## src/sv/spn_pkg.sv

```systemverilog
// Shared types and constants for the power spectrum normalizer.
`default_nettype none
package spn_pkg;

	localparam int JOB_CNT_W = 7;
	localparam int IDX_W     = 2;
	localparam int CFG_W     = 3;

	localparam logic CFG_N_COUNT = 1'b0;
	localparam logic CFG_L_COUNT = 1'b1;

	localparam logic [15:0] Q_ONE = 16'd16384;

	typedef struct packed {
		logic [JOB_CNT_W-1:0] count;
		logic [IDX_W-1:0]     n_last;
		logic [IDX_W-1:0]     l_last;
	} job_t;

	typedef enum logic [3:0] {
		ST_IDLE,
		ST_RD,
		ST_MUL,
		ST_ACC,
		ST_SQ,
		ST_SUM,
		ST_ROOT_INIT,
		ST_ROOT,
		ST_FETCH,
		ST_LOAD,
		ST_DIV,
		ST_OUT
	} eng_state_t;

endpackage
`default_nettype wire

```

## src/sv/spn_queue.sv

```systemverilog
// Two-entry job queue between front end and engine.
`default_nettype none
module spn_queue (
	input  wire logic          clk,
	input  wire logic          arst_n,
	input  wire logic          push,
	input  wire spn_pkg::job_t push_job,
	input  wire logic          pop,
	output logic               empty,
	output spn_pkg::job_t      head
);

	spn_pkg::job_t slot_q [2];
	logic          wp_q, rp_q;
	logic [1:0]    fill_q;

	assign empty = (fill_q == 2'd0);
	assign head  = slot_q[rp_q];

	always_ff @(posedge clk or negedge arst_n) begin
		if (!arst_n) begin
			wp_q   <= 1'b0;
			rp_q   <= 1'b0;
			fill_q <= 2'd0;
		end else begin
			if (push) begin
				wp_q <= ~wp_q;
			end
			if (pop) begin
				rp_q <= ~rp_q;
			end
			if (push && !pop) begin
				fill_q <= fill_q + 2'd1;
			end else if (pop && !push) begin
				fill_q <= fill_q - 2'd1;
			end
		end
	end

	always_ff @(posedge clk) begin
		if (push) begin
			slot_q[wp_q] <= push_job;
		end
	end

endmodule
`default_nettype wire

```

## config.mk

```make
export PLATFORM = sky130hd
export DESIGN_NAME = spn_queue
export DESIGN_NICKNAME = d
export VERILOG_FILES = /design/src/sv/spn_pkg.sv /design/src/sv/spn_queue.sv
export SDC_FILE = /design/constraint.sdc
export NUM_CORES = 1
export LEC_CHECK = 0
export BUFFER_PORTS_ARGS = -buffer_cell sky130_fd_sc_hd__buf_2
export CORE_MARGIN = 8
export CORE_UTILIZATION = 45
export CTS_BUF_LIST = sky130_fd_sc_hd__clkbuf_8
export DETAILED_ROUTE_END_ITERATION = 6
export MAX_ROUTING_LAYER = met4
export PLACE_DENSITY = 0.7
export SKIP_CTS_REPAIR_TIMING = 1
export SLEW_MARGIN = 30
export SYNTH_ARGS = -nofsm -noshare
export SYNTH_HDL_FRONTEND = slang
export SYNTH_SLANG_ARGS = --single-unit
```

## constraint.sdc

```tcl
create_clock -name clk -period 1.6 [get_ports clk]
set_input_delay 0.32 -clock clk [delete_from_list [all_inputs] [get_ports clk]]
set_output_delay 0.32 -clock clk [all_outputs]
set_load 0.05 [all_outputs]
```

==> results.toml <==
[run_status]
status = "finished with violations"
failing_checks = "negative setup slack"

[sta]
maxSlewViolCount = 0
finish_stage_setup_viols = 9
post-route-period-util = 1.03
worst-slew-pin-transition_ps = 505
fin_worst_skew_ps = 7.55
layout_min_cycle_time_ps = 1640
layout_setup_ws_ps = -42.0
hold_viol_final = 0
max_freq_mhz = 609
rsz_0062_raised_after_global_routing = "yes"
hold-worst-slack_ps = 243
slew_headroom = 0.664

[drt]
drtIter0Drc = 14
met2_wirelength_um = 813
routed_wire_length_per_instance_um = 14.2
via_count = 511
dr.pass1.iters = 3
antenna_violating_nets_post_route = 0
routedLengthMet1_um = 654
route.detailed.drc = 0
wirelength_um = 1560
met3_length_um = 84
dr.max_layer_used = "met4"
routed_via_density = 4.65

[hold_path]
hp-start = "push_job[8]"
holdPathEnd = "slot_q[0][8]$_DFFE_PP_"
min_path_type = "in -> reg"
hold_path_depth = 1

[grt]
number_of_antenna_violations_at_the_first_check_in_global_routing = 0
global_route_wire_length_before_repair_um = 2470
grt_max_degree = 15
grt_pass1_vias = 559
gr-total-overflow = 0
grt.total_usage = 0.0781

[floorplanning]
row_count = 17
design.die.area_sq_mm = 0.00402
io_pins = 27
initial_core_util = 0.465
floorplan.core_area_sq_mm = 0.00217
die-width_um = 63.4
die_height_um = 63.4

[worst_setup_path]
crit_required_ps = 1280
cp_max_fo = 9
critical_path.reg2reg.startpoint = "wp_q$_DFFE_PN0P_"
regToRegSetupSlack_ps = 410
critical_path.startpoint_type = "flop"
worst_ep_arrival_time_ps = 1320
crit_end_element = "output pin"
reg2regPathDepth = 1
setup.worst_path.class = "reg -> out"
r2r_end = "slot_q[1][9]$_DFFE_PP_"

[final_layout]
leading_cell_type_in_the_layout_fill_and_taps_excluded = "edfxtp_1"
final_cells = 110
mostFrequentLayoutCells = "22 x edfxtp_1, 17 x buf_2, 9 x mux2_4"
syn_to_final_growth_pct = 30.2
antennaDiodeCount = 0
post_route_cells_drive_above_1_share = 0.537
nets = 99
finalInstanceArea_sq_mm = 0.00132

[power_and_ir_drop]
total_leakage_power_nw = 0.546
vdd.ir_drop.worst_v = 0.00127
pwr_density_cell_mw_per_mm2 = 1980

[cts]
h_tree_level_count = 1
tritoncts_clock_tree = "done"
clock_sinks = 26
root_buffer = "clkbuf_8"
cts_inserted_buffers = 3
max-clock-path-buffers = 2
clk_pin_slew_ps = 80
clk_latency_ps = 260

[placed_design]
place.detailed.instances = 104
detailed_place.area_sq_mm = 0.00119
place_hpwl_um = 1140
dpl_worst_slack_ps = 126
globalplace.congestion = 0.575
port_buffers = 26

[yosys]
post_synth.cell_area_avg_sq_um = 20.6
yosysSeqAreaShare = 0.753
post_synth_instance_area_sq_mm = 0.00101
postSynthCellCount = 49
ys_seq_elements = 26
ys.warnings.count = 0
synth.distinct_cells = 12
synth_fp_nets = 65

[flow_run]
maxCapViolations = 0
synth_stat cells:
cell	number	area (sq um)
and2_1	1	6.26
buf_6	1	11.3
dfrtp_1	4	100
edfxtp_1	22	661
ha_1	1	12.5
inv_1	1	3.75
mux2_2	2	22.5
mux2_4	9	135
nor2_1	2	7.51
nor2b_1	1	6.26
xnor2_1	1	8.76
xor2_1	4	35.0
critical path, cell delays in order (launching register included):
cell	delay (ps)
dfrtp_2	450
buf_12	160
mux2_4	300
buf_6	150
logic make-up (layout without fill, tap and decap cells):
logic type	count (synthesis)	count (layout)	synth area share
DFF	26	26	0.753
muxes	11	11	0.156
xor gates and xnor gates	5	5	0.0434
and+or+nand+nor	4	4	0.0198
buffers and inverters	2	35	0.0149
adders and majority gates	1	1	0.0124
state kept, by name, summed over array words and instances, names as in the netlist:
| signal | count |
|---|---|
| slot_q | 22 |
| wp_q | 1 |
| rp_q | 1 |
| fill_q | 2 |
stage by stage:
stage / power, W / setup TNS [ps] / util
after floorplan: 0.00187 / 0 / -
after global placement: 0.00209 / 0 / 0.549
after detailed placement: 0.00211 / 0 / 0.549
after CTS: 0.00246 / -1430 / 0.570
after global routing: 0.00271 / -652 / 0.606
final: 0.00260 / -331 / 0.606
power by group:
part	switching [W]	leakage [nW]	total, W	internal [W]
sequential	0.0000826	0.252	0.00100	0.000918
combinational	0.000728	0.271	0.00125	0.000525
clock	0.000177	0.0231	0.000348	0.000171
total	0.000987	0.546	0.00260	0.00161
layout make-up:
class                           count  area, sq um
Clock buffer                        3         41.3
Fill cell                         182          855
Sequential cell                    26          762
Clock inverter                      1         3.75
Timing Repair Buffer               30          235
Multi-Input combinational cell     21          234
Inverter                            1         3.75
Tap cell                           28         35.0
routing by layer:
metal / global-route usage / up-vias
li1: - / 244
met1: 0.0780 / 250
met2: 0.131 / 15
met3: 0.0336 / 2
met4: 0.0334 / 0
met5: - / -
how the worst max path moves through the flow:
stage,start,endpoint,slack [ps],depth (start not counted)
final,rp_q$_DFFE_PN0P_,head[7],-40,3
after global routing,rp_q$_DFFE_PN0P_,head[7],-80,3
after CTS,rp_q$_DFFE_PN0P_,head[7],-160,3
after detailed placement,rp_q$_DFFE_PN0P_,head[7],130,3
after global placement,rp_q$_DFFE_PN0P_,head[7],170,3
after floorplan,fill_q[0]$_DFFE_PN0P_,empty,220,1
Power figures use the tool's default switching activity.
