<file path="src/sv/spn_pkg.sv">
// Shared types and constants for the power spectrum normalizer.
`default_nettype none
package spn_pkg;

	localparam int JOB_CNT_W = 7;
	localparam int IDX_W     = 2;
	localparam int CFG_W     = 3;

	localparam logic CFG_N_COUNT = 1'b0;
	localparam logic CFG_L_COUNT = 1'b1;

	localparam logic [15:0] Q_ONE = 16'd16384;

	typedef struct packed {
		logic [JOB_CNT_W-1:0] count;
		logic [IDX_W-1:0]     n_last;
		logic [IDX_W-1:0]     l_last;
	} job_t;

	typedef enum logic [3:0] {
		ST_IDLE,
		ST_RD,
		ST_MUL,
		ST_ACC,
		ST_SQ,
		ST_SUM,
		ST_ROOT_INIT,
		ST_ROOT,
		ST_FETCH,
		ST_LOAD,
		ST_DIV,
		ST_OUT
	} eng_state_t;

endpackage
`default_nettype wire

</file>
<file path="src/sv/spn_front.sv">
// Front end: configuration, coefficient store and job issue.
`default_nettype none
module spn_front #(
	parameter int N_MAX = 4,
	parameter int L_MAX = 4
) (
	input  wire logic                     clk,
	input  wire logic                     arst_n,
	input  wire logic                     cfg_we,
	input  wire logic                     cfg_index,
	input  wire logic [spn_pkg::CFG_W-1:0] cfg_data,
	input  wire logic                     in_valid,
	output logic                          in_stall,
	input  wire logic signed [11:0]       coef_real,
	input  wire logic signed [11:0]       coef_imag,
	input  wire logic                     last_coef,
	input  wire logic                     busy,
	output logic                          job_push,
	output spn_pkg::job_t                 job,
	input  wire logic [$clog2(N_MAX*L_MAX*(2*L_MAX-1))-1:0] addr_a,
	input  wire logic [$clog2(N_MAX*L_MAX*(2*L_MAX-1))-1:0] addr_b,
	output logic signed [11:0]            real_a,
	output logic signed [11:0]            imag_a,
	output logic signed [11:0]            real_b,
	output logic signed [11:0]            imag_b
);

	localparam int SD = N_MAX * L_MAX * (2 * L_MAX - 1);
	localparam int AW = $clog2(SD);
	localparam int CW = $clog2(SD + 1);
	localparam int NW = (N_MAX > 1) ? $clog2(N_MAX) : 1;
	localparam int LW = (L_MAX > 1) ? $clog2(L_MAX) : 1;

	logic [spn_pkg::CFG_W-1:0] nreg_q, lreg_q;
	logic [CW-1:0]             load_q;
	logic signed [11:0]        real_mem [SD];
	logic signed [11:0]        imag_mem [SD];

	logic [CW-1:0] nc, lc, total, next_cnt;
	logic          accept, store_en;

	always_comb begin
		if (nreg_q == '0) begin
			nc = CW'(1);
		end else if (CW'(nreg_q) > CW'(N_MAX)) begin
			nc = CW'(N_MAX);
		end else begin
			nc = CW'(nreg_q);
		end
		if (lreg_q == '0) begin
			lc = CW'(1);
		end else if (CW'(lreg_q) > CW'(L_MAX)) begin
			lc = CW'(L_MAX);
		end else begin
			lc = CW'(lreg_q);
		end
		total    = CW'(CW'(nc * lc) * CW'(2 * lc - CW'(1)));
		accept   = in_valid && !in_stall;
		store_en = accept && (load_q < total);
		next_cnt = store_en ? CW'(load_q + CW'(1)) : load_q;
	end

	assign in_stall = busy;
	assign job_push = accept && last_coef;

	always_comb begin
		job        = '0;
		job.count  = spn_pkg::JOB_CNT_W'(next_cnt);
		job.n_last = spn_pkg::IDX_W'(NW'(nc - CW'(1)));
		job.l_last = spn_pkg::IDX_W'(LW'(lc - CW'(1)));
	end

	always_ff @(posedge clk or negedge arst_n) begin
		if (!arst_n) begin
			nreg_q <= spn_pkg::CFG_W'(4);
			lreg_q <= spn_pkg::CFG_W'(4);
			load_q <= '0;
		end else begin
			if (cfg_we) begin
				if (cfg_index == spn_pkg::CFG_N_COUNT) begin
					nreg_q <= cfg_data;
				end else begin
					lreg_q <= cfg_data;
				end
				load_q <= '0;
			end else if (accept) begin
				load_q <= last_coef ? '0 : next_cnt;
			end
		end
	end

	always_ff @(posedge clk) begin
		if (store_en) begin
			real_mem[load_q[AW-1:0]] <= coef_real;
			imag_mem[load_q[AW-1:0]] <= coef_imag;
		end
		real_a <= real_mem[addr_a];
		imag_a <= imag_mem[addr_a];
		real_b <= real_mem[addr_b];
		imag_b <= imag_mem[addr_b];
	end

endmodule
`default_nettype wire

</file>
<file path="config.mk">
export PLATFORM = sky130hd
export DESIGN_NAME = spn_front
export DESIGN_NICKNAME = d
export VERILOG_FILES = /design/src/sv/spn_pkg.sv /design/src/sv/spn_front.sv
export SDC_FILE = /design/constraint.sdc
export NUM_CORES = 2
export LEC_CHECK = 0
export BUFFER_PORTS_ARGS = -buffer_cell sky130_fd_sc_hd__buf_2
export CORE_MARGIN = 5
export CORE_UTILIZATION = 25
export CTS_CLUSTER_SIZE = 14
export DETAILED_ROUTE_END_ITERATION = 7
export PLACE_DENSITY_LB_ADDON = 0.1
export SETUP_SLACK_MARGIN = 0.02
export SYNTH_ARGS = -nofsm -noshare
export SYNTH_HDL_FRONTEND = slang
export SYNTH_SLANG_ARGS = --single-unit
</file>
<file path="constraint.sdc">
create_clock -name clk -period 14.9 [get_ports clk]
set_input_delay 1.49 -clock clk [delete_from_list [all_inputs] [get_ports clk]]
set_output_delay 1.49 -clock clk [all_outputs]
set_load 0.01 [all_outputs]
</file>
==> summary.md <==
| Metric | Value |
|---|---|
| CORE AREA | `509000 um2` |
| Number of H-tree levels | `5` |
| Vias in the first global route | `73900` |
| Slew Limit Fails | `1` |
| Final hold viol count | `0` |
| DP Area | `137000 um2` |
| Die Ht | `724 um` |
| Area Overhead vs Synth | `16.2%` |
| Clk_lat worst skew | `just under 1000 ps` |
| Most used DFF post-synth | `edfxtp_1` |
| CTS Hold Buffers Added | `0` |
| Endpoints failing setup | `0` |
| First-pass GRT wire length | `about 700000 um` |
| Final Instance Area | `approximately 150000 um2` |
| #FFs+latches synth | `2749` |
| IO buf count | `108` |
| CTS tree | `yes` |
| Post-synth top cells | `edfxtp_1 (2688), mux4_2 (1294), mux2i_1 (535), a22oi_1 (254), buf_2 (188)` |
| Num CTS Buffers | `341` |
| Crit path capture type | `output pin` |
| Min Clock Period, post-route | `~9700 ps` |
| Wirelength per Cell | `39.8 um` |
| Max IR drop VDD | `0.0890 mV` |
| GRT Util Overall | `approximately a fifth` |
| Final antenna-violating net count | `0` |
| Root Driver | `clkbuf_16` |
| Die area | `525000 um2` |
| Post-Syn Area | `between 100000 and 150000 um2` |
| Starting Density | `approximately 25%` |
| Classification of the worst setup path | `register to output pin` |
| Initial antenna violation count | `64` |
| R2r startpoint | `lreg_q[1]` |
| R2R cell count | `24` |
| Drt pass-1 iters | `6` |
| Arrival time worst endpoint | `8230 ps` |
| Setup Skew | `45.2 ps` |
| Setup tns final | `0 ps` |
| Routability Congestion | `roughly 0.87` |
| Synth Area per Inst | `19.9 um2` |
| Share of the synthesized area in the top cell type | `63.3%` |
| Reg2reg end | `real_mem[54][1]` |
| Worst-Margin Slew | `between 1500 and 2000 ps` |
| Status | `complete, but fails checks` |
| Tightest Hold Check Type | `input pin to asynchronous set/reset pin` |
| Post-CTS Setup Bufs | `0` |
| Final nets | `between 6000 and 7000` |
| DRT iter0 DRCs | `7845` |
| CTS Buffer Depth | `4` |
| # resized after CTS | `0` |
| Vias | `71800` |
| Share of cells above drive strength 1 | `34.0%` |
| DR DRC count | `0` |
| Count leader, synth | `edfxtp_1` |
| Tcrit/Tclk final | `between 60% and 70%` |
| R2R setup slack | `a little under 6000 ps` |
| Failing checks | `max-capacitance violations, max-slew violations` |
| Crit Path Max Fanout | `6` |
| RSZ-0062 raised after global routing | `false` |
| Top cell type by total area after synthesis | `edfxtp_1` |
| Max-cap violations | `1` |
| FFs w/ async S/R, synth | `less than 1%` |
| Synth cell types | `around 70` |
| Leak Pwr | `46.1 nW` |
| # IOs | `between 100 and 150` |
| Clk pin slew, worst setup/hold paths | `60 ps` |
| Largest net degree at the start of global routing | `101` |
| Overflow after GRT | `0` |
| Synth Instances | `6427` |
| Max Freq | `103 MHz` |
| Number of flops mapped to enable cells by yosys | `about 2700` |
| Crit path launch type | `register` |
| WL final | `about 550000 um` |
| Vias/cell | `5.24` |
| Sequential share of the synthesized area | `about 64%` |
| Yosys warning total | `0` |
| Cell Pwr Density | `126 nW/um2` |
| Dpl hpwl | `364000 um` |
| Slew headroom | `-0.199%` |
| Die Wd | `724 um` |
| Row cnt | `262` |
| Synth area leaders | `edfxtp_1 (63%), mux4_2 (23%), mux2i_1 (4.2%)` |
| WP data required | `between 10000 and 15000 ps` |
| TritonCTS Sinks | `2749` |
## how the worst max path moves through the flow
| stage | from | to | cells after the start |
|---|---|---|---|
| 2_1_floorplan | lreg_q[2] | imag_mem[106][0] | 25 |
| 3_3_place_gp | lreg_q[2] | imag_mem[82][10] | 24 |
| 3_5_place_dp | lreg_q[2] | real_mem[82][7] | 24 |
| 4_1_cts | lreg_q[1] | job[10] | 24 |
| 5_1_grt | lreg_q[1] | job[10] | 24 |
| 6_report | lreg_q[1] | job[10] | 24 |
## cell usage in the layout (no fill, tap or decap), types with 62 or more instances in the layout
cell	n
buf_2	73
buf_4	282
clkbuf_1	67
clkinv_2	62
a31oi_1	78
nor2_4	116
a21oi_1	66
edfxtp_1	2688
a22oi_1	254
clkbuf_16	350
nand2_1	148
o21ai_0	81
mux2i_1	532
clkinv_1	72
nand3_1	66
mux4_2	1294
## sequential cells by signal, summed over array words and instances, names as in the netlist, 7 cells and up
| name | cells |
|---|---|
| real_mem | 1344 |
| imag_a | 12 |
| real_b | 12 |
| real_a | 12 |
| imag_mem | 1344 |
| load_q | 7 |
| imag_b | 12 |
## where the power goes
| group | leakage (nW) | total (mW) | switching [mW] | internal (mW) |
|---|---|---|---|---|
| clock network | 5.34 | 8.29 | 3.47 | 4.82 |
| registers | 24.7 | 8.55 | 0.0367 | 8.51 |
| logic | 16.0 | 1.79 | 1.20 | 0.593 |
## cell type report
type / instances / area [um2]
fill: 49700 / 360000
sequential: 2749 / 82000
multi-input combinational: 3142 / 43800
clock buffer: 421 / 9060
tap: 6732 / 8420
timing repair buffer: 379 / 2910
clock inverter: 200 / 1880
inverter: 36 / 144
antenna: 31 / 77.6
## cell families (layout without fill, tap and decap cells)
family                     Yosys count  count (layout)  share of synthesized area, %
adders and majority gates           35              35                         0.396
xor gates and xnor gates            19              19                         0.130
AOI/OAI and AO/OA                  702             702                          3.79
and+or+nand+nor                    518             518                          1.86
DFF                               2749            2749                          64.3
buffers and inverters              539            1036                          2.20
other                                1              35                       0.00294
muxes                             1864            1864                          27.3
## per-layer routing
layer	share of wire, %	track usage, %	vias to the layer above
met5	0.088	0	-
met4	4.6	7.98	20
met3	6.0	3.70	683
met2	48	33.8	2733
met1	41	26.3	40000
li1	-	-	28400
## critical path, stage by stage (launching register included)
cell and delay, ps:
dfrtp_1 410, a21oi_1 300, and2_1 210, fa_1 410, ha_1 240, fa_1 450, xnor2_1 200, or2_2 310
fa_1 530, inv_1 40, ha_1 280, inv_1 70, fa_1 410, inv_1 80, fa_1 420, ha_1 320
a21oi_1 160, xnor2_1 150, xnor2_1 160, ha_1 270, a211oi_1 520, nand3_1 580, nor3_1 370, xor2_1 200
buf_2 160
## per-stage QoR
step	cells	util, %	total power [mW]	hold slack, ps	setup WS, ps
2_1_floorplan	6430	-	9.60	479	6930
4_1_cts	13700	29.1	18.9	323	5010
5_1_grt	13700	29.1	19.2	385	4680
6_report	13700	29.1	18.6	420	5180
3_5_place_dp	13000	27.0	10.5	525	5680
3_3_place_gp	13000	27.0	10.6	497	5580
No activity file was read; power rests on OpenSTA's default activity.
